--- src/hdl/bpmc_pkg.sv ---
// Shared types, codes and default constants of the battery power mode controller.
package bpmc_pkg;

    // Default timing and bit-position constants.
    localparam int DEF_NORMAL_TIMEOUT_S = 60;
    localparam int DEF_SETUP_TIMEOUT_S  = 120;
    localparam int DEF_SAFETY_POLL_S    = 5;
    localparam int DEF_BUS_RETRY_S      = 10;
    localparam int DEF_VBUS_FAULT_BIT   = 0;
    localparam logic [31:0] GEN_RETRY_S = 32'd5;

    // Mode codes.
    localparam logic [2:0] M_INIT  = 3'd0;
    localparam logic [2:0] M_CHG   = 3'd1;
    localparam logic [2:0] M_HOST  = 3'd2;
    localparam logic [2:0] M_IDLE  = 3'd3;
    localparam logic [2:0] M_FAULT = 3'd4;

    // Fault reason codes.
    localparam logic [2:0] F_NONE    = 3'd0;
    localparam logic [2:0] F_BUS     = 3'd1;
    localparam logic [2:0] F_GAUGE   = 3'd2;
    localparam logic [2:0] F_CHARGER = 3'd3;
    localparam logic [2:0] F_INIT    = 3'd4;

    // Host event, device status and charge status codes.
    localparam logic [1:0] HEV_PACKET   = 2'd1;
    localparam logic [1:0] HEV_SHUTDOWN = 2'd2;
    localparam logic [1:0] DEV_OK       = 2'd0;
    localparam logic [1:0] DEV_BUS_FAIL = 2'd1;
    localparam logic [1:0] CS_OFF       = 2'd0;
    localparam logic [1:0] CS_CC        = 2'd1;
    localparam logic [1:0] CS_TAPER     = 2'd2;
    localparam logic [1:0] CS_TOPOFF    = 2'd3;

    // Register indexes.
    localparam logic [3:0] R_LOW_BATTERY   = 4'd0;
    localparam logic [3:0] R_CHARGE_START  = 4'd1;
    localparam logic [3:0] R_CHARGE_FULL   = 4'd2;
    localparam logic [3:0] R_WAKE_INTERVAL = 4'd3;
    localparam logic [3:0] R_GAUGE_CRIT    = 4'd4;
    localparam logic [3:0] R_GAUGE_RECOVER = 4'd5;
    localparam logic [3:0] R_CHG_CRIT      = 4'd6;
    localparam logic [3:0] R_CHG_RECOVER   = 4'd7;

    // One poll, last field in the lowest bits.
    typedef struct packed {
        logic [7:0]  chg_flags;
        logic [31:0] safety_status;
        logic        gauge_discharging;
        logic [1:0]  charge_status;
        logic        ac_online;
        logic [15:0] vbat_mv;
        logic [1:0]  device_status;
        logic [1:0]  host_event;
        logic        hall_wake;
        logic [1:0]  tick;
    } poll_t;

    // One result, last field in the lowest bits.
    typedef struct packed {
        logic       low_battery;
        logic [2:0] fault_reason;
        logic       setup_wake_line;
        logic       charger_enabled;
        logic       host_power_on;
        logic [2:0] mode_state;
    } result_t;

    // Configuration register set.
    typedef struct packed {
        logic [12:0] low_battery_mv;
        logic [12:0] charge_start_mv;
        logic [12:0] charge_full_mv;
        logic [15:0] wake_interval_min;
        logic [31:0] gauge_critical_mask;
        logic [31:0] gauge_recover_mask;
        logic [7:0]  charger_critical_mask;
        logic [7:0]  charger_recover_mask;
    } cfg_t;

endpackage

--- src/hdl/bpmc_cfg.sv ---
// Configuration register file of the battery power mode controller.
module bpmc_cfg (
    input  logic                clk,
    input  logic                rst_n,
    input  logic                cfg_we,
    input  logic [3:0]          cfg_index,
    input  logic [31:0]         cfg_data,
    output bpmc_pkg::cfg_t      cfg
);
    import bpmc_pkg::*;

    cfg_t cfg_reg;

    // Register writes; unknown indexes are dropped.
    always_ff @(posedge clk or negedge rst_n)
    begin
        if (!rst_n)
        begin
            cfg_reg.low_battery_mv        <= 13'd3000;
            cfg_reg.charge_start_mv       <= 13'd3400;
            cfg_reg.charge_full_mv        <= 13'd3650;
            cfg_reg.wake_interval_min     <= 16'd15;
            cfg_reg.gauge_critical_mask   <= '0;
            cfg_reg.gauge_recover_mask    <= '0;
            cfg_reg.charger_critical_mask <= '0;
            cfg_reg.charger_recover_mask  <= '0;
        end
        else if (cfg_we)
        begin
            case (cfg_index)
                R_LOW_BATTERY:   cfg_reg.low_battery_mv        <= cfg_data[12:0];
                R_CHARGE_START:  cfg_reg.charge_start_mv       <= cfg_data[12:0];
                R_CHARGE_FULL:   cfg_reg.charge_full_mv        <= cfg_data[12:0];
                R_WAKE_INTERVAL: cfg_reg.wake_interval_min     <= cfg_data[15:0];
                R_GAUGE_CRIT:    cfg_reg.gauge_critical_mask   <= cfg_data;
                R_GAUGE_RECOVER: cfg_reg.gauge_recover_mask    <= cfg_data;
                R_CHG_CRIT:      cfg_reg.charger_critical_mask <= cfg_data[7:0];
                R_CHG_RECOVER:   cfg_reg.charger_recover_mask  <= cfg_data[7:0];
                default:         ;
            endcase
        end
    end

    assign cfg = cfg_reg;

endmodule

--- src/hdl/bpmc_core.sv ---
// Mode state, timers and one-poll update logic of the battery power mode controller.
module bpmc_core #(
    parameter int NORMAL_TIMEOUT_S = bpmc_pkg::DEF_NORMAL_TIMEOUT_S,
    parameter int SETUP_TIMEOUT_S  = bpmc_pkg::DEF_SETUP_TIMEOUT_S,
    parameter int SAFETY_POLL_S    = bpmc_pkg::DEF_SAFETY_POLL_S,
    parameter int BUS_RETRY_S      = bpmc_pkg::DEF_BUS_RETRY_S,
    parameter int VBUS_FAULT_BIT   = bpmc_pkg::DEF_VBUS_FAULT_BIT
) (
    input  logic                clk,
    input  logic                rst_n,
    input  logic                step,
    input  bpmc_pkg::poll_t     poll,
    input  bpmc_pkg::cfg_t      cfg,
    output bpmc_pkg::result_t   result
);
    import bpmc_pkg::*;

    localparam logic [31:0] NORMAL_T = 32'(NORMAL_TIMEOUT_S);
    localparam logic [31:0] SETUP_T  = 32'(SETUP_TIMEOUT_S);
    localparam logic [31:0] SAFETY_T = 32'(SAFETY_POLL_S);
    localparam logic [31:0] BUS_T    = 32'(BUS_RETRY_S);
    localparam logic [2:0]  VBUS_IDX = 3'(VBUS_FAULT_BIT);

    logic [2:0]  mode_reg, mode_next;
    logic        entry_reg, entry_next;
    logic [31:0] sec_reg, sec_next, min_reg, min_next;
    logic [31:0] lsp_reg, lsp_next, lcm_reg, lcm_next;
    logic [31:0] ism_reg, ism_next, lpm_reg, lpm_next;
    logic [31:0] hos_reg, hos_next, has_reg, has_next, rms_reg, rms_next;
    logic        sw_reg, sw_next, lms_reg, lms_next;
    logic        chg_reg, chg_next, hon_reg, hon_next;
    logic [2:0]  fk_reg, fk_next;

    // Per-poll classification of the live inputs.
    logic crit_low, is_chg, g_any, g_crit, g_rec, c_any, c_crit, c_dis, below_start;
    assign crit_low    = (poll.vbat_mv < {3'b000, cfg.low_battery_mv}) && !poll.ac_online;
    assign below_start = poll.vbat_mv < {3'b000, cfg.charge_start_mv};
    assign is_chg      = !poll.gauge_discharging || poll.charge_status == CS_CC
                         || poll.charge_status == CS_TAPER;
    assign g_any  = poll.safety_status != '0;
    assign g_crit = (poll.safety_status & cfg.gauge_critical_mask) != '0;
    assign g_rec  = (poll.safety_status & cfg.gauge_recover_mask) != '0;
    assign c_any  = poll.chg_flags != '0;
    assign c_crit = (poll.chg_flags & cfg.charger_critical_mask) != '0;
    assign c_dis  = ((poll.chg_flags & cfg.charger_recover_mask) != '0)
                    || (poll.chg_flags[VBUS_IDX] && poll.ac_online);

    // Next state for one poll, written in the order the actions happen.
    always_comb
    begin
        logic hall_l;
        logic done;
        logic pdue;
        mode_next  = mode_reg;  entry_next = entry_reg;
        sec_next   = sec_reg;   min_next   = min_reg;
        lsp_next   = lsp_reg;   lcm_next   = lcm_reg;
        ism_next   = ism_reg;   lpm_next   = lpm_reg;
        hos_next   = hos_reg;   has_next   = has_reg;
        rms_next   = rms_reg;   sw_next    = sw_reg;
        lms_next   = lms_reg;   chg_next   = chg_reg;
        hon_next   = hon_reg;   fk_next    = fk_reg;
        hall_l     = poll.hall_wake;
        done       = 1'b0;
        pdue       = 1'b0;

        // Tick counters and the periodic gauge safety check.
        if (poll.tick[1])
            min_next = min_reg + 32'd1;
        if (poll.tick[0])
        begin
            sec_next = sec_reg + 32'd1;
            if (sec_next - lsp_reg >= SAFETY_T)
            begin
                lsp_next = sec_next;
                if (mode_reg != M_FAULT && mode_reg != M_INIT && g_any)
                begin
                    if (g_crit)
                    begin
                        fk_next    = F_GAUGE;
                        mode_next  = M_FAULT;
                        entry_next = 1'b0;
                    end
                    else if (g_rec)
                        chg_next = 1'b0;
                end
            end
        end

        case (mode_next)
            M_INIT:
            begin
                if (!entry_next)
                begin
                    entry_next = 1'b0;
                    if (poll.device_status == DEV_BUS_FAIL)
                    begin
                        fk_next   = F_BUS;
                        mode_next = M_FAULT;
                    end
                    else if (poll.device_status != DEV_OK)
                    begin
                        fk_next   = F_INIT;
                        mode_next = M_FAULT;
                    end
                    else if (crit_low)
                        mode_next = M_IDLE;
                    else if (below_start && poll.ac_online)
                        mode_next = M_CHG;
                    else
                        mode_next = M_HOST;
                end
            end
            M_CHG:
            begin
                if (!entry_next)
                begin
                    chg_next   = 1'b1;
                    lms_next   = 1'b0;
                    entry_next = 1'b1;
                    lcm_next   = min_next + 32'd1;
                end
                if (poll.hall_wake)
                begin
                    sw_next    = 1'b1;
                    mode_next  = M_HOST;
                    entry_next = 1'b0;
                end
                else if (min_next != lcm_next)
                begin
                    lcm_next = min_next;
                    if (g_any && !g_crit && g_rec)
                        chg_next = 1'b0;
                    if (g_any && g_crit)
                    begin
                        fk_next    = F_GAUGE;
                        mode_next  = M_FAULT;
                        entry_next = 1'b0;
                    end
                    else
                    begin
                        if (c_any && !c_crit && c_dis)
                            chg_next = 1'b0;
                        pdue = !(crit_low && lms_next) && (min_next - lpm_next
                               >= {16'h0000, cfg.wake_interval_min});
                        if (c_any && c_crit)
                        begin
                            fk_next    = F_CHARGER;
                            mode_next  = M_FAULT;
                            entry_next = 1'b0;
                        end
                        else if (poll.vbat_mv >= {3'b000, cfg.charge_full_mv}
                                 || poll.charge_status == CS_OFF
                                 || poll.charge_status == CS_TOPOFF)
                        begin
                            chg_next   = 1'b0;
                            mode_next  = M_IDLE;
                            entry_next = 1'b0;
                        end
                        else if (pdue)
                        begin
                            lpm_next   = min_next;
                            mode_next  = M_HOST;
                            entry_next = 1'b0;
                        end
                    end
                end
            end
            M_HOST:
            begin
                if (!entry_next)
                begin
                    hon_next   = 1'b1;
                    hos_next   = sec_next;
                    has_next   = sec_next;
                    entry_next = 1'b1;
                    if (crit_low)
                        lms_next = 1'b1;
                end
                if (poll.host_event == HEV_PACKET)
                    has_next = sec_next;
                if (poll.host_event == HEV_SHUTDOWN
                    || (!sw_next && (sec_next - hos_next >= NORMAL_T))
                    || (sw_next && (sec_next - has_next >= SETUP_T)))
                begin
                    // Host off, then resume charging (entry skipped) or go idle.
                    hon_next   = 1'b0;
                    mode_next  = is_chg ? M_CHG : M_IDLE;
                    entry_next = is_chg;
                end
            end
            M_IDLE:
            begin
                if (!entry_next)
                begin
                    sw_next    = 1'b0;
                    hon_next   = 1'b0;
                    ism_next   = min_next;
                    chg_next   = below_start;
                    entry_next = 1'b1;
                    hall_l     = 1'b0;
                end
                if (ism_next != min_next)
                begin
                    ism_next = min_next;
                    if (g_any && !g_crit && g_rec)
                        chg_next = 1'b0;
                    pdue = !(crit_low && lms_next) && (min_next - lpm_next
                           >= {16'h0000, cfg.wake_interval_min});
                    if (g_any && g_crit)
                    begin
                        fk_next    = F_GAUGE;
                        mode_next  = M_FAULT;
                        entry_next = 1'b0;
                        done       = 1'b1;
                    end
                    else if (is_chg)
                    begin
                        mode_next  = M_CHG;
                        entry_next = 1'b0;
                        done       = 1'b1;
                    end
                    else if (pdue)
                    begin
                        lpm_next   = min_next;
                        mode_next  = M_HOST;
                        entry_next = 1'b0;
                        done       = 1'b1;
                    end
                end
                if (!done && hall_l)
                begin
                    sw_next    = 1'b1;
                    mode_next  = M_HOST;
                    entry_next = 1'b0;
                end
            end
            M_FAULT:
            begin
                if (!entry_next)
                begin
                    hon_next   = 1'b0;
                    chg_next   = 1'b0;
                    rms_next   = sec_next;
                    entry_next = 1'b1;
                end
                // Init failure holds until reset; others retry on a timer.
                if (fk_next != F_INIT
                    && (sec_next - rms_next >= ((fk_next == F_BUS) ? BUS_T : GEN_RETRY_S)))
                begin
                    rms_next = sec_next;
                    if (fk_next == F_BUS)
                    begin
                        if (poll.device_status != DEV_BUS_FAIL)
                        begin
                            mode_next  = M_INIT;
                            entry_next = 1'b0;
                        end
                    end
                    else if (!g_any && !c_any)
                    begin
                        mode_next  = M_IDLE;
                        entry_next = 1'b0;
                    end
                end
            end
            default: ;
        endcase
    end

    // State registers advance once per accepted poll.
    always_ff @(posedge clk or negedge rst_n)
    begin
        if (!rst_n)
        begin
            mode_reg  <= M_INIT;  entry_reg <= 1'b0;
            sec_reg   <= '0;      min_reg   <= '0;
            lsp_reg   <= '0;      lcm_reg   <= '0;
            ism_reg   <= '0;      lpm_reg   <= '0;
            hos_reg   <= '0;      has_reg   <= '0;
            rms_reg   <= '0;      sw_reg    <= 1'b0;
            lms_reg   <= 1'b0;    chg_reg   <= 1'b0;
            hon_reg   <= 1'b0;    fk_reg    <= F_NONE;
        end
        else if (step)
        begin
            mode_reg  <= mode_next;  entry_reg <= entry_next;
            sec_reg   <= sec_next;   min_reg   <= min_next;
            lsp_reg   <= lsp_next;   lcm_reg   <= lcm_next;
            ism_reg   <= ism_next;   lpm_reg   <= lpm_next;
            hos_reg   <= hos_next;   has_reg   <= has_next;
            rms_reg   <= rms_next;   sw_reg    <= sw_next;
            lms_reg   <= lms_next;   chg_reg   <= chg_next;
            hon_reg   <= hon_next;   fk_reg    <= fk_next;
        end
    end

    // Result of this poll, taken from the post-poll state.
    assign result.mode_state      = mode_next;
    assign result.host_power_on   = hon_next;
    assign result.charger_enabled = chg_next;
    assign result.setup_wake_line = hon_next && sw_next;
    assign result.fault_reason    = fk_next;
    assign result.low_battery     = crit_low;

    a_mode_range: assert property (@(posedge clk) disable iff (!rst_n)
        mode_reg <= M_FAULT) else $error("mode code out of range");
    a_fault_has_reason: assert property (@(posedge clk) disable iff (!rst_n)
        mode_reg == M_FAULT |-> fk_reg != F_NONE) else $error("fault mode without reason");
    a_host_power_mode: assert property (@(posedge clk) disable iff (!rst_n)
        hon_reg |-> mode_reg == M_HOST) else $error("host powered outside host mode");

endmodule

--- src/hdl/battery_power_mode_controller.sv ---
// Top level of the battery power mode controller: stream ports, input and result registers.
//
//  Channel   Direction  Width  Contents
//  s_axis    in         72     one poll (fields listed at the port)
//  m_axis    out        16     one result (fields listed at the port)
//  cfg       in         32     register write, index 0 to 7
//
// A poll is registered on transfer, evaluated combinationally by the mode logic and its
// result registered, so one poll per cycle is sustained while m_axis takes each result.
// The input register and the result register are separate stages: a new poll is taken
// while a result waits, and a stall on m_axis reaches s_axis only when both are full.
// Reset clears the mode, all second and minute counters and the registers to defaults.
module battery_power_mode_controller #(
    parameter int NORMAL_TIMEOUT_S = bpmc_pkg::DEF_NORMAL_TIMEOUT_S,
    parameter int SETUP_TIMEOUT_S  = bpmc_pkg::DEF_SETUP_TIMEOUT_S,
    parameter int SAFETY_POLL_S    = bpmc_pkg::DEF_SAFETY_POLL_S,
    parameter int BUS_RETRY_S      = bpmc_pkg::DEF_BUS_RETRY_S,
    parameter int VBUS_FAULT_BIT   = bpmc_pkg::DEF_VBUS_FAULT_BIT
) (
    input  logic        clk,
    input  logic        rst_n,
    input  logic        s_axis_tvalid,
    output logic        s_axis_tready,
    // tick[1:0], hall_wake[2], host_event[4:3], device_status[6:5], vbat_mv[22:7],
    // ac_online[23], charge_status[25:24], gauge_discharging[26],
    // safety_status[58:27], chg_flags[66:59], zero fill above
    input  logic [71:0] s_axis_tdata,
    output logic        m_axis_tvalid,
    input  logic        m_axis_tready,
    // mode_state[2:0], host_power_on[3], charger_enabled[4], setup_wake_line[5],
    // fault_reason[8:6], low_battery[9], zero fill above
    output logic [15:0] m_axis_tdata,
    input  logic        cfg_we,
    input  logic [3:0]  cfg_index,
    input  logic [31:0] cfg_data
);
    import bpmc_pkg::*;

    logic    in_valid_reg;
    poll_t   in_item_reg;
    logic    out_valid_reg;
    result_t out_item_reg;
    logic    advance;
    cfg_t    cfg;
    result_t result;

    assign advance       = in_valid_reg && (!out_valid_reg || m_axis_tready);
    assign s_axis_tready = !in_valid_reg || advance;

    bpmc_cfg u_cfg (
        .clk       (clk),
        .rst_n     (rst_n),
        .cfg_we    (cfg_we),
        .cfg_index (cfg_index),
        .cfg_data  (cfg_data),
        .cfg       (cfg)
    );

    bpmc_core #(
        .NORMAL_TIMEOUT_S (NORMAL_TIMEOUT_S),
        .SETUP_TIMEOUT_S  (SETUP_TIMEOUT_S),
        .SAFETY_POLL_S    (SAFETY_POLL_S),
        .BUS_RETRY_S      (BUS_RETRY_S),
        .VBUS_FAULT_BIT   (VBUS_FAULT_BIT)
    ) u_core (
        .clk    (clk),
        .rst_n  (rst_n),
        .step   (advance),
        .poll   (in_item_reg),
        .cfg    (cfg),
        .result (result)
    );

    // Input stage valid flag.
    always_ff @(posedge clk or negedge rst_n)
    begin
        if (!rst_n)
            in_valid_reg <= 1'b0;
        else if (s_axis_tready)
            in_valid_reg <= s_axis_tvalid;
    end

    // Input stage payload.
    always_ff @(posedge clk)
    begin
        if (s_axis_tvalid && s_axis_tready)
            in_item_reg <= s_axis_tdata[$bits(poll_t)-1:0];
    end

    // Result stage valid flag.
    always_ff @(posedge clk or negedge rst_n)
    begin
        if (!rst_n)
            out_valid_reg <= 1'b0;
        else if (advance)
            out_valid_reg <= 1'b1;
        else if (m_axis_tready)
            out_valid_reg <= 1'b0;
    end

    // Result stage payload.
    always_ff @(posedge clk)
    begin
        if (advance)
            out_item_reg <= result;
    end

    assign m_axis_tvalid = out_valid_reg;
    assign m_axis_tdata  = {6'b000000, out_item_reg};

    a_advance_fills: assert property (@(posedge clk) disable iff (!rst_n)
        advance |=> out_valid_reg) else $error("result lost after evaluation");
    a_input_held: assert property (@(posedge clk) disable iff (!rst_n)
        in_valid_reg && !advance |=> in_valid_reg && $stable(in_item_reg))
        else $error("pending poll dropped");
    a_ready_when_empty: assert property (@(posedge clk) disable iff (!rst_n)
        !in_valid_reg |-> s_axis_tready) else $error("empty input stage not ready");

endmodule

--- config.mk ---
export PLATFORM = sky130hd
export DESIGN_NAME = battery_power_mode_controller
export DESIGN_NICKNAME = d
export VERILOG_FILES = /design/src/hdl/bpmc_pkg.sv /design/src/hdl/bpmc_cfg.sv /design/src/hdl/bpmc_core.sv /design/src/hdl/battery_power_mode_controller.sv
export SDC_FILE = /design/constraint.sdc
export NUM_CORES = 2
export LEC_CHECK = 0
export BUFFER_PORTS_ARGS = -buffer_cell sky130_fd_sc_hd__buf_2
export CORE_MARGIN = 2
export CORE_UTILIZATION = 30
export DETAILED_ROUTE_END_ITERATION = 10
export PLACE_DENSITY = 0.48
export SLEW_MARGIN = 10
export SYNTH_ARGS = -nofsm -noshare
export SYNTH_HDL_FRONTEND = slang
export SYNTH_SLANG_ARGS = --single-unit
--- constraint.sdc ---
create_clock -name clk -period 17.2 [get_ports clk]
set_clock_uncertainty 0.05 [all_clocks]
set_input_delay 1.72 -clock clk [delete_from_list [all_inputs] [get_ports clk]]
set_output_delay 1.72 -clock clk [all_outputs]
set_load 0.005 [all_outputs]
; ---- Word-level counts from Yosys, hierarchy flattened
; Index checks and enable logic that the tools add are counted.
[word_totals]
inputBits = 113
word_cells = 303
out_inout_bits = 18
reg_bits = 513
[classes]
bitwise = 4
order_cmp = 8
n_reduce_logical = 74
n_addsub = 8
muxes = 132
eq_ne = 35
[ops]
columns = operator, n
row1 = 2-to-1 mux 32 bit, 27
row2 = subtractor 32 bit, 5
row3 = 2-to-1 mux 3 bit, 37
row4 = adder 32 x 1 -> 32 bit (second input constant), 3
row5 = nonzero test 32 bit, 3
row6 = AND 32 bit, 2
row7 = inequality test 32 bit, 2
row8 = case mux 32 bit (2 select lines), 1
row9 = 2-to-1 mux 1 bit, 57
row10 = >= comparator 32 x 16 -> 1 bit, 1
row11 = >= comparator 32 x 3 -> 1 bit (second input constant), 1
row12 = >= comparator 32 bit, 1
row13 = >= comparator 32 x 6 -> 1 bit (second input constant), 1
row14 = >= comparator 32 x 7 -> 1 bit (second input constant), 1
row15 = less-than comparator 16 x 13 -> 1 bit, 2
row16 = AND reduction 2 bit, 12
row17 = nonzero test 8 bit, 3
row18 = logical AND 1 bit, 23
row19 = AND 8 bit, 2
row20 = == test 4 x 3 -> 1 bit (second input constant), 4
row21 = >= comparator 16 x 13 -> 1 bit, 1
row22 = case mux 3 bit (5 select lines), 1
row23 = inequality test 2 bit (second input constant), 7
row24 = logical NOT 1 bit, 12
row25 = 25 further kinds, 52

; ---- Logic depth before layout (Yosys ltp)
[logic_depth]
ltp_word = 18
ltp_mapped = 49
ltp_nobuf = 41

; ---- Cells and area by module
; A second synthesis with hierarchy kept.
[unflattened]
cells_unflattened = 4028
area_unflattened_um2 = 35641.7
[modules_own_cells]
columns = mod, seq_area_each_um2, cells_per_inst, area_each_um2, instances
row1 = bpmc_core, 7482.2, 3642, 28001.9, 1
row2 = bpmc_cfg, 3404.5, 294, 5175.0, 1
row3 = battery_power_mode_controller, 2362.3, 92, 2464.9, 1

; ---- Worst setup path before layout
; No wires, ideal clock.
[synth_timing]
kind = reg2reg
start = register u_core.sec_reg[0]
end = register u_core.rms_reg[23]
path_stages_with_launch = 47
setup_ps = 125
t_arrival_ps = 10237
required_ps = 17025
path_buffers = 7
path_slack_ps = 6789
synth_period_minus_slack_ps = 10411
path_cell_list = dfrtp_1 -> ha_1 -> nand3_1 -> or4_1 -> nor2_1 -> nand3_1 -> nor3_1 -> nand3_1 -> nor3_1 -> xor2_1 -> ha_1 -> clkbuf_1 -> nand2_1 -> o21a_1 -> a2111oi_0 -> nor2_1 -> a21oi_1 -> xnor2_1 -> [11 not listed] -> fa_1 -> a21o_1 -> a21oi_1 -> o21ai_0 -> a31oi_1 -> nor3_1 -> o32ai_1 -> nor2b_1 -> a311oi_1 -> nand4b_1 -> a2111oi_0 -> nand4_1 -> nor3_1 -> nor2_1 -> o211ai_1 -> buf_2 -> buf_4 -> mux2_2
[synth_via]
elab_chain_cells = 11
elab_cells_between_ends = 21
classes_between = add/sub: 3 / order compare: 2 / eq/ne: 3 / mux: 11 / reduce/logical: 2
[synth_rtl]
columns = item, line
row1 = "start, declared", bpmc_core.sv:26  ; logic [31:0] sec_reg, sec_next, min_reg, min_next;
row2 = "start signal, assigned", bpmc_core.sv:287  ; sec_reg <= sec_next; min_reg <= min_next;
row3 = adder 32 x 1 -> 32 bit, bpmc_core.sv:71  ; sec_next = sec_reg + 32'd1;
row4 = subtractor 32 bit, bpmc_core.sv:72  ; if (sec_next - lsp_reg >= SAFETY_T)
row5 = >= comparator 32 x 3 -> 1 bit, bpmc_core.sv:72
row6 = 2-to-1 mux 1 bit, bpmc_core.sv:72
row7 = 2-to-1 mux 1 bit, bpmc_core.sv:69  ; if (poll.tick[0])
row8 = 2-to-1 mux 32 bit, bpmc_core.sv:239  ; if (!entry_next)
row9 = 2-to-1 mux 32 bit, bpmc_core.sv:89  ; case (mode_next)
row10 = subtractor 32 bit, bpmc_core.sv:248  ; && (sec_next - rms_next >= ((fk_next == F_BUS) ? BUS_T : GEN_RETRY_S)))
row11 = >= comparator 32 bit, bpmc_core.sv:248
row12 = logical AND 1 bit, bpmc_core.sv:248
row13 = 2-to-1 mux 32 bit, bpmc_core.sv:247  ; if (fk_next != F_INIT
row14 = "end signal, assigned", bpmc_core.sv:291  ; rms_reg <= rms_next; sw_reg <= sw_next;
row15 = "end, declared", bpmc_core.sv:29  ; logic [31:0] hos_reg, hos_next, has_reg, has_next, rms_reg, rms_next;
; Parallel ways exist; a longest one is shown, timed or not. The select of a mux whose other input is x is not followed.
; A chain may end at the register's enable or synchronous reset.

; ---- Final worst setup path
[layout_timing]
start = register u_core.sec_reg[0]
end = register u_core.rms_reg[30]
; The elaborated chain is that of the path after synthesis.

==> impl_metrics.csv <==
group,metric,value,unit
floorplanning,coreArea,119500,um^2
synthesis,synth.distinct_cells,107,
clocking,postCtsSetupBuffers,0,
power_and_ir_drop,power_frac_clock,0.269,
synthesis,ys_seq_area_frac,0.3679,
clocking,clk_pin_slew_worst_paths,60,ps
synthesis,async_flop_share,0.8499,
floorplanning,dieHeight,350.5,um
worst_hold_path,holdCritStartpoint,"u_core.hos_reg[18]",
timing,max_slew.worst_pin.slew,1084,ps
worst_setup_path,path_max_fanout,60,
power_and_ir_drop,p_seq_frac,0.283,
route,initialDrtViolationCount,1816,
synthesis,syn_area,36010,um^2
clocking,cts_sinks,513,
global_routing,grt_pass1_wl,172.9,mm
finish,antennaDiodeCount,0,
finish,nNetsFinal,4425,
timing,post-route-min-period,13740,ps
run,maxCapViolations,0,
timing,hold_violations,0,
finish,seq_area,13250,um^2
worst_setup_path,crit_arrival,14180,ps
power_and_ir_drop,comb_power_share,0.448,
power_and_ir_drop,p_sw,2.242,mW
synthesis,synth_area_leaders,"dfrtp_1 29%, ha_1 7.3%, edfxtp_1 6.4%",
route,routed_wl,109.3,mm
worst_setup_path,path_class,"reg2reg",
synthesis,ys_ff_latch,513,
worst_setup_path,worstPathRequired,17630,ps
finish,final_common_cell,"dfrtp_1",
global_routing,gr-total-overflow,0,
timing,rsz0062_at_grt,"false",
route,viasPerCell,5.184,
finish,finalInstanceArea,40940,um^2
route,drc,0,
synthesis,yosysTopAreaCell,"dfrtp_1",
finish,multi_input_area,21210,um^2
run_status,outcome,"completed",
global_routing,grt_max_degree,109,
global_routing,antenna_found_initial,5,
clocking,cts_max_path_buffers,3,
timing,slew_headroom,0.2586,
clocking,cts_tree,"built",
worst_setup_path,crit_buf_inv,2,
placed_design,portBuffers,119,
finish,num-fill-cells,12570,
worst_setup_path,cp-end-kind,"flop",
power_and_ir_drop,total_power,5.635,mW
route,ant_nets,0,
floorplanning,initial_utilization,0.3014,
worst_setup_path,crit_path_max_incr_delay,770,ps
worst_hold_path,min_path_type,"reg2reg",
global_routing,grt_pass1_vias,29120,
synthesis,ys.flop_type,"dfrtp_1",
timing,setup_slack,3456,ps
power_and_ir_drop,powerDensity,137.7,nW/um^2
synthesis,synth_edf_count,77,
finish,largest_reg_flops,135,
finish,syn_to_final_growth,13.68,%
finish,drive_gt1_frac,0.1481,
route,vias,29890,
clocking,cts_resized,0,
synthesis,avgSynthCellArea,8.954,um^2
clocking,cts_root_buf,"clkbuf_16",
placed_design,dp_slack,3492,ps
global_routing,met1_usage,0.2505,
clocking,cts-buffers-inserted,69,
timing,fin_tns_setup,0,ps
finish,final_cell_mix,"415 x dfrtp_1, 365 x nand2_1, 316 x o21ai_0",
floorplanning,rows,127,
synthesis,yosysWarnings,0,
worst_setup_path,cp-startpoint,"u_core.sec_reg[0]",
synthesis,synth_top_area_frac,0.2884,
floorplanning,die_w,350.5,um
placed_design,placed_area,38510,um^2
worst_setup_path,r2r_start,"u_core.sec_reg[0]",
timing,fmaxAchievable,0.07276,GHz
worst_setup_path,startpoint_type,"flop",
floorplanning,io_pins,131,
timing,setup_viol,0,
timing,period_share,0.7991,
clocking,h-tree-depth,3,
power_and_ir_drop,total_leakage_power,18.34,nW
placed_design,routabilityCongestion,0.8917,
route,drtPass1Iterations,5,
worst_setup_path,cp_slowest_cell,"nor3_1",
power_and_ir_drop,p_int,3.393,mW
worst_setup_path,path_delay_family,"simple AND/OR/NAND/NOR gates",
power_and_ir_drop,swShare,0.3979,
floorplanning,die_area,122800,um^2
global_routing,busiest_layer,"met2",
synthesis,syn_inst,4022,
global_routing,grtUsageMet2,0.2878,
timing,slew_violations,0,
timing,hold_ws,423.4,ps
clocking,holdBufCountCts,0,
clocking,insertion_delay,640,ps
global_routing,grt_usage,0.1774,
power_and_ir_drop,vdd_ir_drop_max,0.00008056,V
global_routing,use_met3,0.02158,
route,wl_per_cell,18.96,um
placed_design,dp_hpwl,81.05,mm
[worst reg2reg max path, delay by kind of cell (launching register included)]
| family | cells | cell delay, ps |
|---|---|---|
| simple gates | 17 | 5910 |
| compound gates | 13 | 4510 |
| fa+ha+maj | 4 | 1250 |
| buf+inv | 2 | 530 |
| flops | 1 | 490 |
| mux | 1 | 440 |
| xor+xnor | 1 | 400 |
[per-stage QoR]
stage / utilization / std cells
2_1_floorplan: - / 4027
3_3_place_gp: 0.3223 / 5639
3_5_place_dp: 0.3223 / 5639
4_1_cts: 0.3426 / 5766
5_1_grt: 0.3426 / 5766
6_report: 0.3426 / 5766
[synth_stat cells (44+ instances only)]
| library cell | instances |
|---|---|
| a21oi_1 | 272 |
| xnor2_1 | 186 |
| nand3_1 | 101 |
| nor2_1 | 279 |
| edfxtp_1 | 77 |
| nor3_1 | 82 |
| o21ai_0 | 316 |
| mux2_2 | 189 |
| ha_1 | 209 |
| a31oi_1 | 44 |
| mux2i_1 | 68 |
| a21o_1 | 81 |
| nor4_1 | 46 |
| clkbuf_1 | 157 |
| and3_1 | 45 |
| nand4_1 | 73 |
| inv_1 | 205 |
| nand2_1 | 368 |
| xor2_1 | 93 |
| dfrtp_1 | 415 |
| or2_2 | 44 |
[final timing paths]
kind,end,slack [ps],depth (start not counted)
min,u_core.hos_reg[18],420,2
min reg2reg,u_core.hos_reg[18],420,2
max,u_core.rms_reg[30],3460,38
max in group asynchronous,u_core.min_reg[24],13130,4
max reg2reg,u_core.rms_reg[30],3460,38
min in group asynchronous,u_cfg.cfg[96],1000,1
[kinds of logic after synthesis]
group           Yosys count  synth area share
fa+ha+maj               215           0.07567
flops                   513            0.3679
mux                     258           0.07831
other cells               1         0.0001041
buf+inv                 413           0.04513
compound gates         1085            0.1919
xor+xnor                280           0.06831
simple gates           1257            0.1727
[power by group through the flow]
stage / clock [mW] / sequential [mW] / combinational, mW
6_report: 1.52 / 1.60 / 2.52
5_1_grt: 1.62 / 1.62 / 2.83
4_1_cts: 1.57 / 1.60 / 2.53
3_5_place_dp: 0 / 1.62 / 2.52
3_3_place_gp: 0 / 1.61 / 2.50
2_1_floorplan: 0 / 1.55 / 1.90
[per-layer routing]
layer	routed length, um	share of wire
met5	13	0.00012
met4	2354	0.022
met3	3823	0.035
met2	50260	0.46
met1	52890	0.48
[final cells by class]
class | instances | share of cell area
inverter | 207 | 0.01898
tap | 1612 | 0.04927
timing repair buffer | 206 | 0.03075
multi-input combinational | 3101 | 0.5182
sequential | 513 | 0.3236
clock buffer | 93 | 0.04835
clock inverter | 34 | 0.01085
No activity file was read; power rests on OpenSTA's default activity.
